===== src/rtl/core/smr_pkg.sv =====
`default_nettype none

package smr_pkg;

    localparam int ROW_MAX = 64;
    localparam int IDX_W   = $clog2(ROW_MAX);
    localparam int CNT_W   = $clog2(ROW_MAX + 1);

    localparam int VAL_W   = 16;
    localparam int PROB_W  = 15;
    localparam int RES_W   = 16;
    localparam int Q_FRAC  = 15;

    // exponent value in Q1.15, 0 .. 32768
    localparam int E_W     = 16;
    localparam int SUM_W   = E_W + IDX_W;
    localparam int DOT_W   = VAL_W + PROB_W + IDX_W;
    localparam int DIFF_W  = DOT_W + 1;
    localparam int PROD_W  = DIFF_W + E_W + 1;
    localparam int LPROD_W = VAL_W + PROB_W + 1;

    // divider: numerator e * 2^15 + sum / 2, quotient at most 32768
    localparam int NUM_W   = E_W + Q_FRAC;
    localparam int QUO_W   = 16;
    localparam int DIV_BPC = 4;
    localparam int DIV_CYC = QUO_W / DIV_BPC;
    localparam int DIVC_W  = $clog2(DIV_CYC);

    // exponent lookup: t = max - value, exp(-t/256) = int part * frac part
    localparam int T_W      = VAL_W + 1;
    localparam int T_FRAC_W = 8;
    localparam int T_INT_W  = 4;
    localparam int T_LIMIT  = 2700;
    localparam int TAB_W    = 32;
    localparam int EPROD_W  = 2 * TAB_W;
    localparam int E_SHIFT  = 47;
    localparam int B_SHIFT  = 30;

    localparam int RES_MAXP = 32767;
    localparam int RES_MINN = -32768;

    localparam logic CMD_FWD = 1'b0;
    localparam logic CMD_BWD = 1'b1;

    typedef logic [(1 << T_FRAC_W)-1:0][TAB_W-1:0] t_frac_tab;
    typedef logic [(1 << T_INT_W)-1:0][TAB_W-1:0]  t_int_tab;

    typedef struct packed {
        logic             load;
        logic             first;
        logic             clear;
        logic             exp_ld;
        logic             exp_mul;
        logic             exp_wr;
        logic             div_go;
        logic             bdiff;
        logic             bmul;
        logic             emit;
        logic             sel_bwd;
        logic             last;
        logic [IDX_W-1:0] addr;
    } t_dp_cmd;

    typedef struct packed {
        logic div_done;
        logic out_free;
    } t_dp_sts;

    // exp(-2^-16) in Q.62
    localparam logic [63:0] EXP_STEP_Q62 = 64'h3FFF_C000_1FFF_F555;

    function automatic logic [63:0] f_mulq62(input logic [63:0] a, input logic [63:0] b);
        logic [127:0] p;
        p = {64'd0, a} * {64'd0, b};
        p = p + (128'd1 << 61);
        return p[125:62];
    endfunction

    // exp(-t/256) in Q.62, built at elaboration only
    function automatic logic [63:0] f_exp_q62(input int t);
        logic [63:0] e1;
        logic [63:0] pw;
        logic [63:0] res;
        e1 = EXP_STEP_Q62;
        for (int k = 0; k < 8; k++) begin
            e1 = f_mulq62(e1, e1);
        end
        res = 64'd1 << 62;
        pw  = e1;
        for (int k = 0; k < 12; k++) begin
            if (((t >> k) & 1) != 0) begin
                res = f_mulq62(res, pw);
            end
            pw = f_mulq62(pw, pw);
        end
        return res;
    endfunction

    function automatic logic [TAB_W-1:0] f_q31(input int t);
        logic [63:0] r;
        r = f_exp_q62(t) + (64'd1 << 30);
        return r[62:31];
    endfunction

    function automatic t_frac_tab f_frac_tab();
        t_frac_tab tab;
        for (int i = 0; i < (1 << T_FRAC_W); i++) begin
            tab[i] = f_q31(i);
        end
        return tab;
    endfunction

    function automatic t_int_tab f_int_tab();
        t_int_tab tab;
        for (int i = 0; i < (1 << T_INT_W); i++) begin
            tab[i] = f_q31(i << T_FRAC_W);
        end
        return tab;
    endfunction

    localparam t_frac_tab EXP_FRAC = f_frac_tab();
    localparam t_int_tab  EXP_INT  = f_int_tab();

endpackage

`default_nettype wire


===== src/rtl/core/smr_ctrl.sv =====
`default_nettype none

module smr_ctrl (
    input  wire logic             i_clk,
    input  wire logic             i_rst_n,
    input  wire logic             i_in_valid,
    input  wire logic             i_in_command,
    input  wire logic             i_in_last,
    output      logic             o_in_ready,
    output      smr_pkg::t_dp_cmd o_cmd,
    input  wire smr_pkg::t_dp_sts i_sts
);
    localparam logic [3:0] S_LOAD   = 4'd0;
    localparam logic [3:0] S_CLOSE  = 4'd1;
    localparam logic [3:0] S_F_RD   = 4'd2;
    localparam logic [3:0] S_F_T    = 4'd3;
    localparam logic [3:0] S_F_MUL  = 4'd4;
    localparam logic [3:0] S_F_WR   = 4'd5;
    localparam logic [3:0] S_D_RD   = 4'd6;
    localparam logic [3:0] S_D_GO   = 4'd7;
    localparam logic [3:0] S_D_WAIT = 4'd8;
    localparam logic [3:0] S_D_EMIT = 4'd9;
    localparam logic [3:0] S_B_RD   = 4'd10;
    localparam logic [3:0] S_B_DIFF = 4'd11;
    localparam logic [3:0] S_B_MUL  = 4'd12;
    localparam logic [3:0] S_B_EMIT = 4'd13;

    logic [3:0]                r_state, n_state;
    logic [smr_pkg::CNT_W-1:0] r_cnt, n_cnt;
    logic [smr_pkg::CNT_W-1:0] r_n, n_n;
    logic [smr_pkg::IDX_W-1:0] r_idx, n_idx;
    logic                      r_mode, n_mode;
    logic                      w_acc;
    logic                      w_last_idx;

    assign w_acc      = i_in_valid && (r_state == S_LOAD);
    assign w_last_idx = ({1'b0, r_idx} == (r_n - smr_pkg::CNT_W'(1)));

    always_comb begin
        n_state = r_state;
        n_cnt   = r_cnt;
        n_n     = r_n;
        n_idx   = r_idx;
        n_mode  = r_mode;
        o_cmd   = '0;
        o_cmd.addr    = (r_state == S_LOAD) ? r_cnt[smr_pkg::IDX_W-1:0] : r_idx;
        o_cmd.sel_bwd = (r_mode == smr_pkg::CMD_BWD);
        o_cmd.last    = w_last_idx;
        case (r_state)
            S_LOAD: begin
                if (w_acc) begin
                    o_cmd.load  = 1'b1;
                    o_cmd.first = (r_cnt == '0);
                    if (r_cnt == '0) begin
                        n_mode = i_in_command;
                    end
                    n_cnt = r_cnt + 1'b1;
                    if (i_in_last || (r_cnt == smr_pkg::CNT_W'(smr_pkg::ROW_MAX - 1))) begin
                        n_n     = r_cnt + 1'b1;
                        n_state = S_CLOSE;
                    end
                end
            end
            S_CLOSE: begin
                o_cmd.clear = 1'b1;
                n_idx       = '0;
                n_state     = (r_mode == smr_pkg::CMD_BWD) ? S_B_RD : S_F_RD;
            end
            S_F_RD: n_state = S_F_T;
            S_F_T: begin
                o_cmd.exp_ld = 1'b1;
                n_state      = S_F_MUL;
            end
            S_F_MUL: begin
                o_cmd.exp_mul = 1'b1;
                n_state       = S_F_WR;
            end
            S_F_WR: begin
                o_cmd.exp_wr = 1'b1;
                if (w_last_idx) begin
                    n_idx   = '0;
                    n_state = S_D_RD;
                end else begin
                    n_idx   = r_idx + 1'b1;
                    n_state = S_F_RD;
                end
            end
            S_D_RD: n_state = S_D_GO;
            S_D_GO: begin
                o_cmd.div_go = 1'b1;
                n_state      = S_D_WAIT;
            end
            S_D_WAIT: begin
                if (i_sts.div_done) begin
                    n_state = S_D_EMIT;
                end
            end
            S_D_EMIT, S_B_EMIT: begin
                if (i_sts.out_free) begin
                    o_cmd.emit = 1'b1;
                    if (w_last_idx) begin
                        n_cnt   = '0;
                        n_state = S_LOAD;
                    end else begin
                        n_idx   = r_idx + 1'b1;
                        n_state = (r_state == S_D_EMIT) ? S_D_RD : S_B_RD;
                    end
                end
            end
            S_B_RD: n_state = S_B_DIFF;
            S_B_DIFF: begin
                o_cmd.bdiff = 1'b1;
                n_state     = S_B_MUL;
            end
            S_B_MUL: begin
                o_cmd.bmul = 1'b1;
                n_state    = S_B_EMIT;
            end
            default: n_state = S_LOAD;
        endcase
    end

    always_ff @(posedge i_clk) begin
        if (!i_rst_n) begin
            r_state <= S_LOAD;
            r_cnt   <= '0;
            r_n     <= '0;
            r_idx   <= '0;
            r_mode  <= smr_pkg::CMD_FWD;
        end else begin
            r_state <= n_state;
            r_cnt   <= n_cnt;
            r_n     <= n_n;
            r_idx   <= n_idx;
            r_mode  <= n_mode;
        end
    end

    assign o_in_ready = (r_state == S_LOAD);

`ifndef SYNTHESIS
    a_cnt_room: assert property (@(posedge i_clk) disable iff (!i_rst_n)
        o_in_ready |-> (r_cnt < smr_pkg::CNT_W'(smr_pkg::ROW_MAX)))
        else $error("row count past capacity while loading");
    a_emit_free: assert property (@(posedge i_clk) disable iff (!i_rst_n)
        o_cmd.emit |-> i_sts.out_free) else $error("result emitted over a held one");
    a_idx_range: assert property (@(posedge i_clk) disable iff (!i_rst_n)
        (r_state != S_LOAD && r_state != S_CLOSE) |-> ({1'b0, r_idx} < r_n))
        else $error("element index beyond row length");
`endif
endmodule

`default_nettype wire


===== config.mk =====
export PLATFORM = sky130hd
export DESIGN_NAME = smr_ctrl
export DESIGN_NICKNAME = d
export VERILOG_FILES = /design/src/rtl/core/smr_pkg.sv /design/src/rtl/core/smr_ctrl.sv
export SDC_FILE = /design/constraint.sdc
export NUM_CORES = 1
export LEC_CHECK = 0
export ABC_CLOCK_PERIOD_IN_PS = 7200
export BUFFER_PORTS_ARGS = -buffer_cell sky130_fd_sc_hd__buf_2
export CAP_MARGIN = 0
export CORE_MARGIN = 4
export CORE_UTILIZATION = 50
export DETAILED_ROUTE_END_ITERATION = 6
export PLACE_DENSITY_LB_ADDON = 0.12
export RECOVER_POWER = 100
export SYNTH_ARGS = -nofsm -noshare
export SYNTH_HDL_FRONTEND = slang
export SYNTH_SLANG_ARGS = --single-unit

===== constraint.sdc =====
create_clock -name i_clk -period 7.2 [get_ports i_clk]
set_input_delay 0.36 -clock i_clk [delete_from_list [all_inputs] [get_ports i_clk]]
set_output_delay 0.36 -clock i_clk [all_outputs]
set_load 0.005 [all_outputs]

==> run_results.csv, run 1 <==
group,metric,value,unit
synth,ys_async_sr_fraction,0,%
synth,synthCells,260,
routing,detailroute.via_count,1876,
sta,timing.fmax,267,MHz
critical_path,worstSetupPathDepth,7,
global_routing,first_global_vias,1582,
final_layout,fin_nets,282,
critical_path,critical-path-top-cell-by-count,"nor2_1",
routing,route.detailed.vias_per_inst,5.90,
worst_hold_path,timing.hold.worst.class,"input pin to flop",
critical_path,worst_path_max_delay_cell,"nor4_1",
sta,drv_slew,11,
synth,mappedNetlistArea,1920,µm²
floorplan,io_pins,26,
sta,final-hold-violation-count,0,
final_layout,layout.filler_cells,403,
critical_path,cp_data_arrival_time,3950,ps
synth,syn_avg_cell_area,7.40,µm²
floorplan,initial_core_utilization,52.2,%
routing,route.detailed.drc,0,
critical_path,worst-setup-path-type,"flop to flop",
clock_network,tritoncts_clock_tree,"yes",
placement,io_buffers,25,
critical_path,r2r_end,"r_n[3]",
sta,final.setup.tns,0,ps
global_routing,grt_antenna_before_repair,0,
run_status,run_status,"finished, violations left",
floorplan,placeableCoreArea,3690,µm²
power_and_ir_drop,total_power,0.305,mW
global_routing,grt-ovfl-total,0,
clock_network,clockRootBuffer,"clkbuf_8",
sta,rsz0062_at_grt,"false",
critical_path,buffers_and_inverters_on_the_worst_path,1,
clock_network,cts_max_path_buffers,2,
routing,met3_wirelength,324,µm
run_status,failed_checks,"capacitance limit, slew limit",
sta,finalCriticalPeriod,3750,ps
synth,netlist_top_cells_area,"dfxtp_1, nor2_1, nand2_1",
sta,period_utilization_post_route,52.1,%
sta,timing_worst_slew_pin_value,1690,ps
critical_path,worst-endpoint-required,7400,ps
floorplan,die_span_in_y,70.0,µm
critical_path,list_of_cells_traversed_by_the_critical_path,"nor4_1, nand2_1, inv_1, o21ai_0, nor2_1, a21oi_1, nor2_1",
clock_network,clk_pin_slew,90,ps
clock_network,ctsHtreeMaxLevel,1,
synth,yosys.cell_count.top_type,"nor2_1",
routing,wl_met1,2280,µm
clock_network,clkLatencyLatePin,270,ps
synth,synth-main-ff-cell,"dfxtp_1",
final_layout,antenna-diode-count,0,
sta,setup_viol,0,
routing,routed.top_layer,"met4",
routing,dr.first_iter.drc_count,195,
final_layout,layoutNonFillerInstCount,318,
critical_path,crit_end_element,"flop",
synth,synth_top_cell_by_area,"dfxtp_1",
final_layout,layout-drive-gt1-share,10.4,%
placement,globalplace.congestion,0.880,
placement,placed_cell_area,2020,µm²
worst_hold_path,min_from,"i_in_command",
floorplan,die_width,70.0,µm
synth,synth.top_cell.area_share,26.0,%
sta,worst_clock_skew_on_the_final_layout,4.91,ps
routing,routedWlPerCell,14.9,µm
critical_path,r2r_slack,3450,ps
critical_path,r2r-start,"r_state[2]",
power_and_ir_drop,static-leakage-power,0.779,nW
critical_path,r2r.worst_path.cells,7,
global_routing,grt_pass1_wl,7690,µm
critical_path,cpPeakStageDelay,1420,ps
placement,detailedPlacementHpwl,3410,µm
routing,first_pass_iters,4,
floorplan,floorplan.die_area,4900,µm²
sta,relative_slew_slack,-13.4,%
synth,synth_seq_cells,25,
clock_network,cts.sinks,25,
synth,synth-seq-area-share,26.0,%
routing,postRouteAntennaNets,0,
power_and_ir_drop,p_per_area,150,nW/µm²
sta,holdWs,319,ps
clock_network,cts_setup_buffers,0,
worst_hold_path,worst_hold_path.endpoint,"r_mode",
clock_network,cts_hold_repair.buffers,0,
final_layout,finalInstanceArea,2040,µm²
routing,postRouteWirelength,4750,µm
global_routing,grt_max_degree,30,
clock_network,cts_buffers,3,
synth,number_of_different_library_cells_in_the_post_synthesis_netlist,55,
synth,synth_fp_nets,271,
critical_path,worst_setup_path_start_kind,"flop",
critical_path,cpLargestDelayFamily,"simple AND/OR/NAND/NOR gates",
final_layout,area_delta_synth_final,5.98,%
clock_network,cts-resized-gates,0,
power_and_ir_drop,irDropWorstVdd,0.131,mV
routing,routed-wl-met2,2120,µm
placement,placed_cells_incl_taps,314,
global_routing,gr-usage-all-layers,18.9,%
synth,yosysWarningCount,0,
critical_path,timing.critical_path.fanout_max,18,
worst_hold_path,timing.hold.worst_path_depth,3,
synth,ys_top_cells_by_count,"nor2_1, dfxtp_1, nand2_1",
synth,post_synth_edffs,0,
run,cap_violations,1,
floorplan,floorplan.rows,22,
[metal layers]
metal / track usage, % / up-vias
met5: 0 / -
met4: 3.19 / 0
met3: 2.88 / 4
met2: 28.9 / 54
met1: 28.3 / 857
li1: - / 961
[how the worst max path moves through the flow]
stage                           from        to
after floorplan               r_n[0]  r_idx[2]
after global placement        r_n[0]  r_idx[3]
after detailed placement      r_n[0]  r_idx[4]
after CTS                     r_n[0]  o_cmd[6]
after global routing      r_state[2]    r_n[6]
final                     r_state[2]    r_n[3]
[stage by stage]
stage	setup slack, ps	utilization, %
CTS	4240	56.1
global placement	4500	54.9
floorplan	4760	-
global route	2990	55.3
detailed placement	4440	54.9
finish	3450	55.3
[kinds of logic (layout without fill, tap and decap cells)]
kind of cell               count (synthesis)  in the layout  share of synthesized area (%)
AOI/OAI and AO/OA                         66             66                           22.5
xor gates and xnor gates                  11             11                           5.01
adders and majority gates                  4              4                           2.60
buffers and inverters                     32             42                           7.15
DFF                                       25             25                           26.0
muxes                                     14             14                           8.19
and+or+nand+nor                          108            108                           28.5
[power by group]
group	internal [mW]	switching [mW]	total (mW)
Sequential	0.143	0.0105	0.153
Clock	0.0396	0.0448	0.0844
Combinational	0.0271	0.0400	0.0671
Total	0.210	0.0952	0.305
[cell type report]
type	count	area, µm²	share of cell area, %
sequential	25	500	24.5
timing repair buffer	26	119	5.83
tap	48	60.1	2.94
inverter	12	45.0	2.21
clock buffer	4	45.0	2.21
multi-input combinational	203	1270	62.3
[worst register-to-register path, delay by kind of cell (launching register included)]
kind | cells | cell delay (ps)
compound gates | 2 | 600
buf+inv | 1 | 350
flops | 1 | 490
simple gates | 4 | 2230
[state kept, by name, summed over array words and instances, names as in the netlist]
register  count
r_idx         6
r_cnt         7
r_n           7
r_state       4
r_mode        1
[placed cells by master, fill, tap and decap left out, drive strengths merged, types with 3 or more instances in the layout]
master,count
nand3,9
xor2,6
a311oi,6
inv,10
clkbuf,15
a31oi,3
nor2b,6
a21oi,15
nor2,31
and2,3
o21ai,18
nand2b,3
mux2i,6
a2111oi,3
xnor2,5
mux2,8
nor3,11
a211oi,3
and3,3
a41oi,4
nand2,25
dfxtp,25
ha,4
buf,15
nor4,5
Power figures use the tool's default switching activity.
==> run 2: changes to the inputs <==
--- a/config.mk
+++ b/config.mk
@@ -5,7 +5,7 @@
 export SDC_FILE = /design/constraint.sdc
 export NUM_CORES = 1
 export LEC_CHECK = 0
-export ABC_CLOCK_PERIOD_IN_PS = 7200
+export ABC_CLOCK_PERIOD_IN_PS = 3800
 export BUFFER_PORTS_ARGS = -buffer_cell sky130_fd_sc_hd__buf_2
 export CAP_MARGIN = 0
 export CORE_MARGIN = 4
==> constraint.sdc (replaced) <==
create_clock -name i_clk -period 3.8 [get_ports i_clk]
set_input_delay 0.19 -clock i_clk [delete_from_list [all_inputs] [get_ports i_clk]]
set_output_delay 0.19 -clock i_clk [all_outputs]
set_load 0.005 [all_outputs]
==> run_results.csv, run 2 (synthesis gave the netlist of run 1 again) <==
group,metric,value,unit
run_status,run_status,"finished, final reports clean",
critical_path,worst_setup_path_start_kind,"flop",
run,cap_violations,0,
global_routing,grt_antenna_before_repair,0,
final_layout,layout-drive-gt1-share,10.7,%
power_and_ir_drop,p_per_area,286,nW/µm²
routing,route.detailed.vias_per_inst,5.89,
placement,globalplace.congestion,0.862,
final_layout,antenna-diode-count,0,
clock_network,cts_buffers,3,
sta,timing.fmax,347,MHz
sta,drv_slew,0,
clock_network,cts_hold_repair.buffers,0,
sta,final.setup.tns,0,ps
worst_hold_path,timing.hold.worst.class,"input pin to flop",
critical_path,worst-setup-path-type,"flop to flop",
critical_path,cp_data_arrival_time,3010,ps
final_layout,largest_registers,"r_cnt x7, r_n x7, r_idx x6",
clock_network,cts.sinks,25,
final_layout,area_delta_synth_final,6.76,%
clock_network,ctsHtreeMaxLevel,1,
sta,setup_viol,0,
sta,final.setup.worst_slack,921,ps
clock_network,cts-resized-gates,0,
power_and_ir_drop,static-leakage-power,0.785,nW
floorplan,die_width,70.0,µm
global_routing,first_global_vias,1645,
sta,rsz0062_at_grt,"false",
global_routing,grt_pass1_wl,8210,µm
routing,route.detailed.drc,0,
placement,detailedPlacementHpwl,3520,µm
routing,postRouteAntennaNets,0,
critical_path,worst-endpoint-required,3930,ps
clock_network,cts_max_path_buffers,2,
routing,dr.first_iter.drc_count,142,
floorplan,floorplan.die_area,4900,µm²
placement,io_buffers,25,
power_and_ir_drop,irDropWorstVdd,0.249,mV
routing,detailroute.via_count,1873,
floorplan,initial_core_utilization,52.2,%
floorplan,die_span_in_y,70.0,µm
routing,routedWlPerCell,15.1,µm
critical_path,r2r.worst_path.cells,8,
global_routing,gr-usage-all-layers,20.1,%
clock_network,cts_setup_buffers,0,
floorplan,io_pins,26,
sta,worst_clock_skew_on_the_final_layout,2.58,ps
sta,timing_worst_slew_pin_value,1390,ps
sta,final-hold-violation-count,0,
final_layout,final_common_cell,"nor2_1",
clock_network,tritoncts_clock_tree,"yes",
clock_network,clkLatencyLatePin,270,ps
critical_path,crit_end_element,"flop",
sta,holdWs,151,ps
placement,placement.setup.worst_slack,1040,ps
sta,finalCriticalPeriod,2880,ps
global_routing,grt_max_degree,30,
sta,relative_slew_slack,6.42,%
sta,period_utilization_post_route,75.8,%
final_layout,fin_nets,282,
floorplan,floorplan.rows,22,
critical_path,timing.critical_path.fanout_max,9,
routing,first_pass_iters,4,
routing,postRouteWirelength,4810,µm
clock_network,clk_pin_slew,90,ps
clock_network,clockRootBuffer,"clkbuf_8",
worst_hold_path,timing.hold.worst_path_depth,3,
final_layout,layout_common_cells,"nor2_1, nand2_1, dfxtp_1",
power_and_ir_drop,total_power,0.587,mW
global_routing,grt-ovfl-total,0,
floorplan,placeableCoreArea,3690,µm²
run 2: cell count changes in the layout (fill, tap and decap cells not counted):
cell	change
nor4_1	-1
nor4_4	+1
o21ai_0	+1
o21ai_1	-1
run 2: per-stage QoR:
step,cells,utilization (%),instance area [µm²]
floorplan,260,-,1920
global placement,314,54.9,2020
detailed placement,314,54.9,2020
CTS,318,56.1,2070
global route,318,55.7,2050
finish,318,55.7,2050
run 2: report_power, final:
part           internal [mW]  total [mW]  switching (mW)
clock                 0.0753       0.165          0.0902
sequential             0.271       0.292          0.0207
combinational         0.0530       0.130          0.0772
total                  0.399       0.587           0.188
run 2: area by class of cell:
class / instances / area (µm²)
tap: 48 / 60.1
fill: 390 / 1630
timing repair buffer: 26 / 119
inverter: 12 / 45.0
multi-input combinational: 203 / 1280
sequential: 25 / 500
clock buffer: 4 / 45.0
run 2: critical path, stage by stage, from the launching register on:
cell	delay (ps)
dfxtp_1	440
inv_1	70
ha_1	280
nor2b_1	160
or3_1	340
a31o_1	250
a211o_1	420
o21ai_0	570
a41oi_1	190
run 2: routing by layer:
| layer | part of all wire [%] | track usage (%) | vias up |
|---|---|---|---|
| met3 | 4.3 | 3.31 | 4 |
| li1 | - | - | 962 |
| met1 | 49 | 29.0 | 863 |
| met4 | 0.56 | 2.55 | 0 |
| met5 | 0 | 0 | - |
| met2 | 47 | 32.3 | 44 |
run 2: final timing paths:
check,start,to,slack (ps)
max,r_n[0],r_cnt[5],920
min,i_in_command,r_mode,150
max reg2reg,r_n[0],r_cnt[5],920
min reg2reg,r_mode,r_mode,550
==> run 3: changes to the inputs <==
--- a/config.mk
+++ b/config.mk
@@ -5,7 +5,7 @@
 export SDC_FILE = /design/constraint.sdc
 export NUM_CORES = 1
 export LEC_CHECK = 0
-export ABC_CLOCK_PERIOD_IN_PS = 3800
+export ABC_CLOCK_PERIOD_IN_PS = 2600
 export BUFFER_PORTS_ARGS = -buffer_cell sky130_fd_sc_hd__buf_2
 export CAP_MARGIN = 0
 export CORE_MARGIN = 4
==> constraint.sdc (replaced) <==
create_clock -name i_clk -period 2.6 [get_ports i_clk]
set_input_delay 0.13 -clock i_clk [delete_from_list [all_inputs] [get_ports i_clk]]
set_output_delay 0.13 -clock i_clk [all_outputs]
set_load 0.005 [all_outputs]
==> run_results.csv, run 3 (synthesis gave the netlist of run 1 again) <==
group,metric,value,unit
sta,worst_clock_skew_on_the_final_layout,5.98,ps
clock_network,cts_max_path_buffers,2,
final_layout,antenna-diode-count,0,
routing,detailroute.via_count,1890,
critical_path,cp_data_arrival_time,2300,ps
sta,finalCriticalPeriod,2430,ps
clock_network,clockRootBuffer,"clkbuf_8",
clock_network,tritoncts_clock_tree,"yes",
final_layout,layout-drive-gt1-share,16.3,%
clock_network,cts_hold_repair.buffers,0,
global_routing,grt_pass1_wl,7990,µm
sta,final-hold-violation-count,0,
final_layout,largest_registers,"r_cnt x7, r_n x7, r_idx x6",
final_layout,fin_nets,295,
critical_path,worst-endpoint-required,2470,ps
routing,postRouteWirelength,4900,µm
routing,routedWlPerCell,14.8,µm
critical_path,cpPeakStageDelay,380,ps
floorplan,floorplan.rows,22,
critical_path,list_of_cells_traversed_by_the_critical_path,"inv_1, ha_2, nor2b_1, or3_1, a31o_1, a211o_4, inv_2, buf_2",
power_and_ir_drop,static-leakage-power,0.834,nW
floorplan,placeableCoreArea,3690,µm²
run_status,run_status,"finished, final reports clean",
clock_network,ctsHtreeMaxLevel,1,
sta,relative_slew_slack,35.0,%
global_routing,grt_antenna_before_repair,0,
routing,first_pass_iters,4,
routing,route.detailed.drc,0,
routing,dr.first_iter.drc_count,130,
clock_network,cts.sinks,25,
clock_network,cts_buffers,3,
sta,setup_viol,0,
placement,io_buffers,25,
critical_path,worst_setup_path_start_kind,"flop",
routing,postRouteAntennaNets,0,
power_and_ir_drop,irDropWorstVdd,0.233,mV
placement,globalplace.congestion,0.867,
run,cap_violations,0,
critical_path,timing.critical_path.fanout_max,9,
critical_path,worst-setup-path-type,"flop to output pin",
global_routing,first_global_vias,1665,
sta,final.setup.tns,0,ps
global_routing,grt-ovfl-total,0,
critical_path,crit_end_element,"output pin",
sta,period_utilization_post_route,93.6,%
placement,detailedPlacementHpwl,3660,µm
worst_hold_path,timing.hold.worst.class,"input pin to flop",
final_layout,layout_common_cells,"nor2_1, nand2_1, dfxtp_1",
final_layout,layout.filler_cells,372,
final_layout,area_delta_synth_final,11.1,%
floorplan,die_span_in_y,70.0,µm
clock_network,clkLatencyLatePin,280,ps
final_layout,fin_util,58.0,%
clock_network,clk_pin_slew,90,ps
power_and_ir_drop,p_per_area,414,nW/µm²
floorplan,die_width,70.0,µm
critical_path,worst_path_max_delay_cell,"dfxtp_2",
sta,drv_slew,0,
sta,timing.fmax,411,MHz
floorplan,initial_core_utilization,52.2,%
floorplan,floorplan.die_area,4900,µm²
global_routing,gr-usage-all-layers,19.8,%
floorplan,io_pins,26,
final_layout,final_common_cell,"nor2_1",
sta,timing_worst_slew_pin_value,975,ps
sta,rsz0062_at_grt,"false",
global_routing,grt_max_degree,28,
routing,route.detailed.vias_per_inst,5.71,
## run 3: final cells by class
| type | instances | area, µm² | share of cell area [%] |
|---|---|---|---|
| repair buffers | 39 | 209 | 9.77 |
| inverters | 12 | 45.0 | 2.11 |
| clock inverters | 1 | 7.51 | 0.351 |
| multi-input cells | 203 | 1270 | 59.6 |
| clock buffers | 3 | 41.3 | 1.93 |
| well taps | 48 | 60.1 | 2.81 |
| flip-flops and latches | 25 | 502 | 23.5 |
## run 3: worst max-delay path: cells and delay by family (launching register included)
family,cells,cell delay (ps)
AO/OA/AOI/OAI,2,640
adder cells (fa/ha/maj),1,200
buffers and inverters,3,320
flip-flops,1,380
AND/OR/NAND/NOR,2,470
## run 3: power by group
| part | total [mW] | switching [mW] | leakage, nW | internal (mW) |
|---|---|---|---|---|
| sequential | 0.416 | 0.0196 | 0.203 | 0.396 |
| combinational | 0.221 | 0.128 | 0.610 | 0.0930 |
| clock | 0.248 | 0.139 | 0.0217 | 0.109 |
| total | 0.885 | 0.287 | 0.834 | 0.598 |
## run 3: worst paths after layout
kind | cells after the start | startpoint | slack, ps | endpoint
worst max-delay path | 8 | r_n[1] | 170 | o_cmd[6]
worst min-delay path | 3 | i_in_command | 90 | r_mode
worst max register to register | 8 | r_n[1] | 200 | r_idx[4]
worst min register to register | 2 | r_mode | 550 | r_mode
## run 3: per-layer routing
layer	vias to the layer above	global-route usage, %	routed length, µm
met3	7	2.16	156
li1	985	-	-
met1	861	27.6	2360
met5	-	0	0
met2	37	31.4	2300
met4	0	7.45	87
## run 3: repair_timing
| action | in CTS | in global routing |
|---|---|---|
| resized for setup | 2 | 2 |
| endpoints found under the setup margin | 1 | 4 |
| buffers inserted | 0 | 0 |
## run 3: through the flow
step / instances / cell area, µm² / hold WS (ps) / power [mW] / setup WS (ps)
floorplan: 260 / 1920 / 248 / 0.573 / 163
global placement: 327 / 2120 / 368 / 0.654 / 110
detailed placement: 327 / 2120 / 381 / 0.654 / 30.7
CTS: 331 / 2170 / 85.6 / 0.902 / 43.9
global route: 331 / 2140 / 127 / 0.933 / 21.8
finish: 331 / 2140 / 90.9 / 0.885 / 167
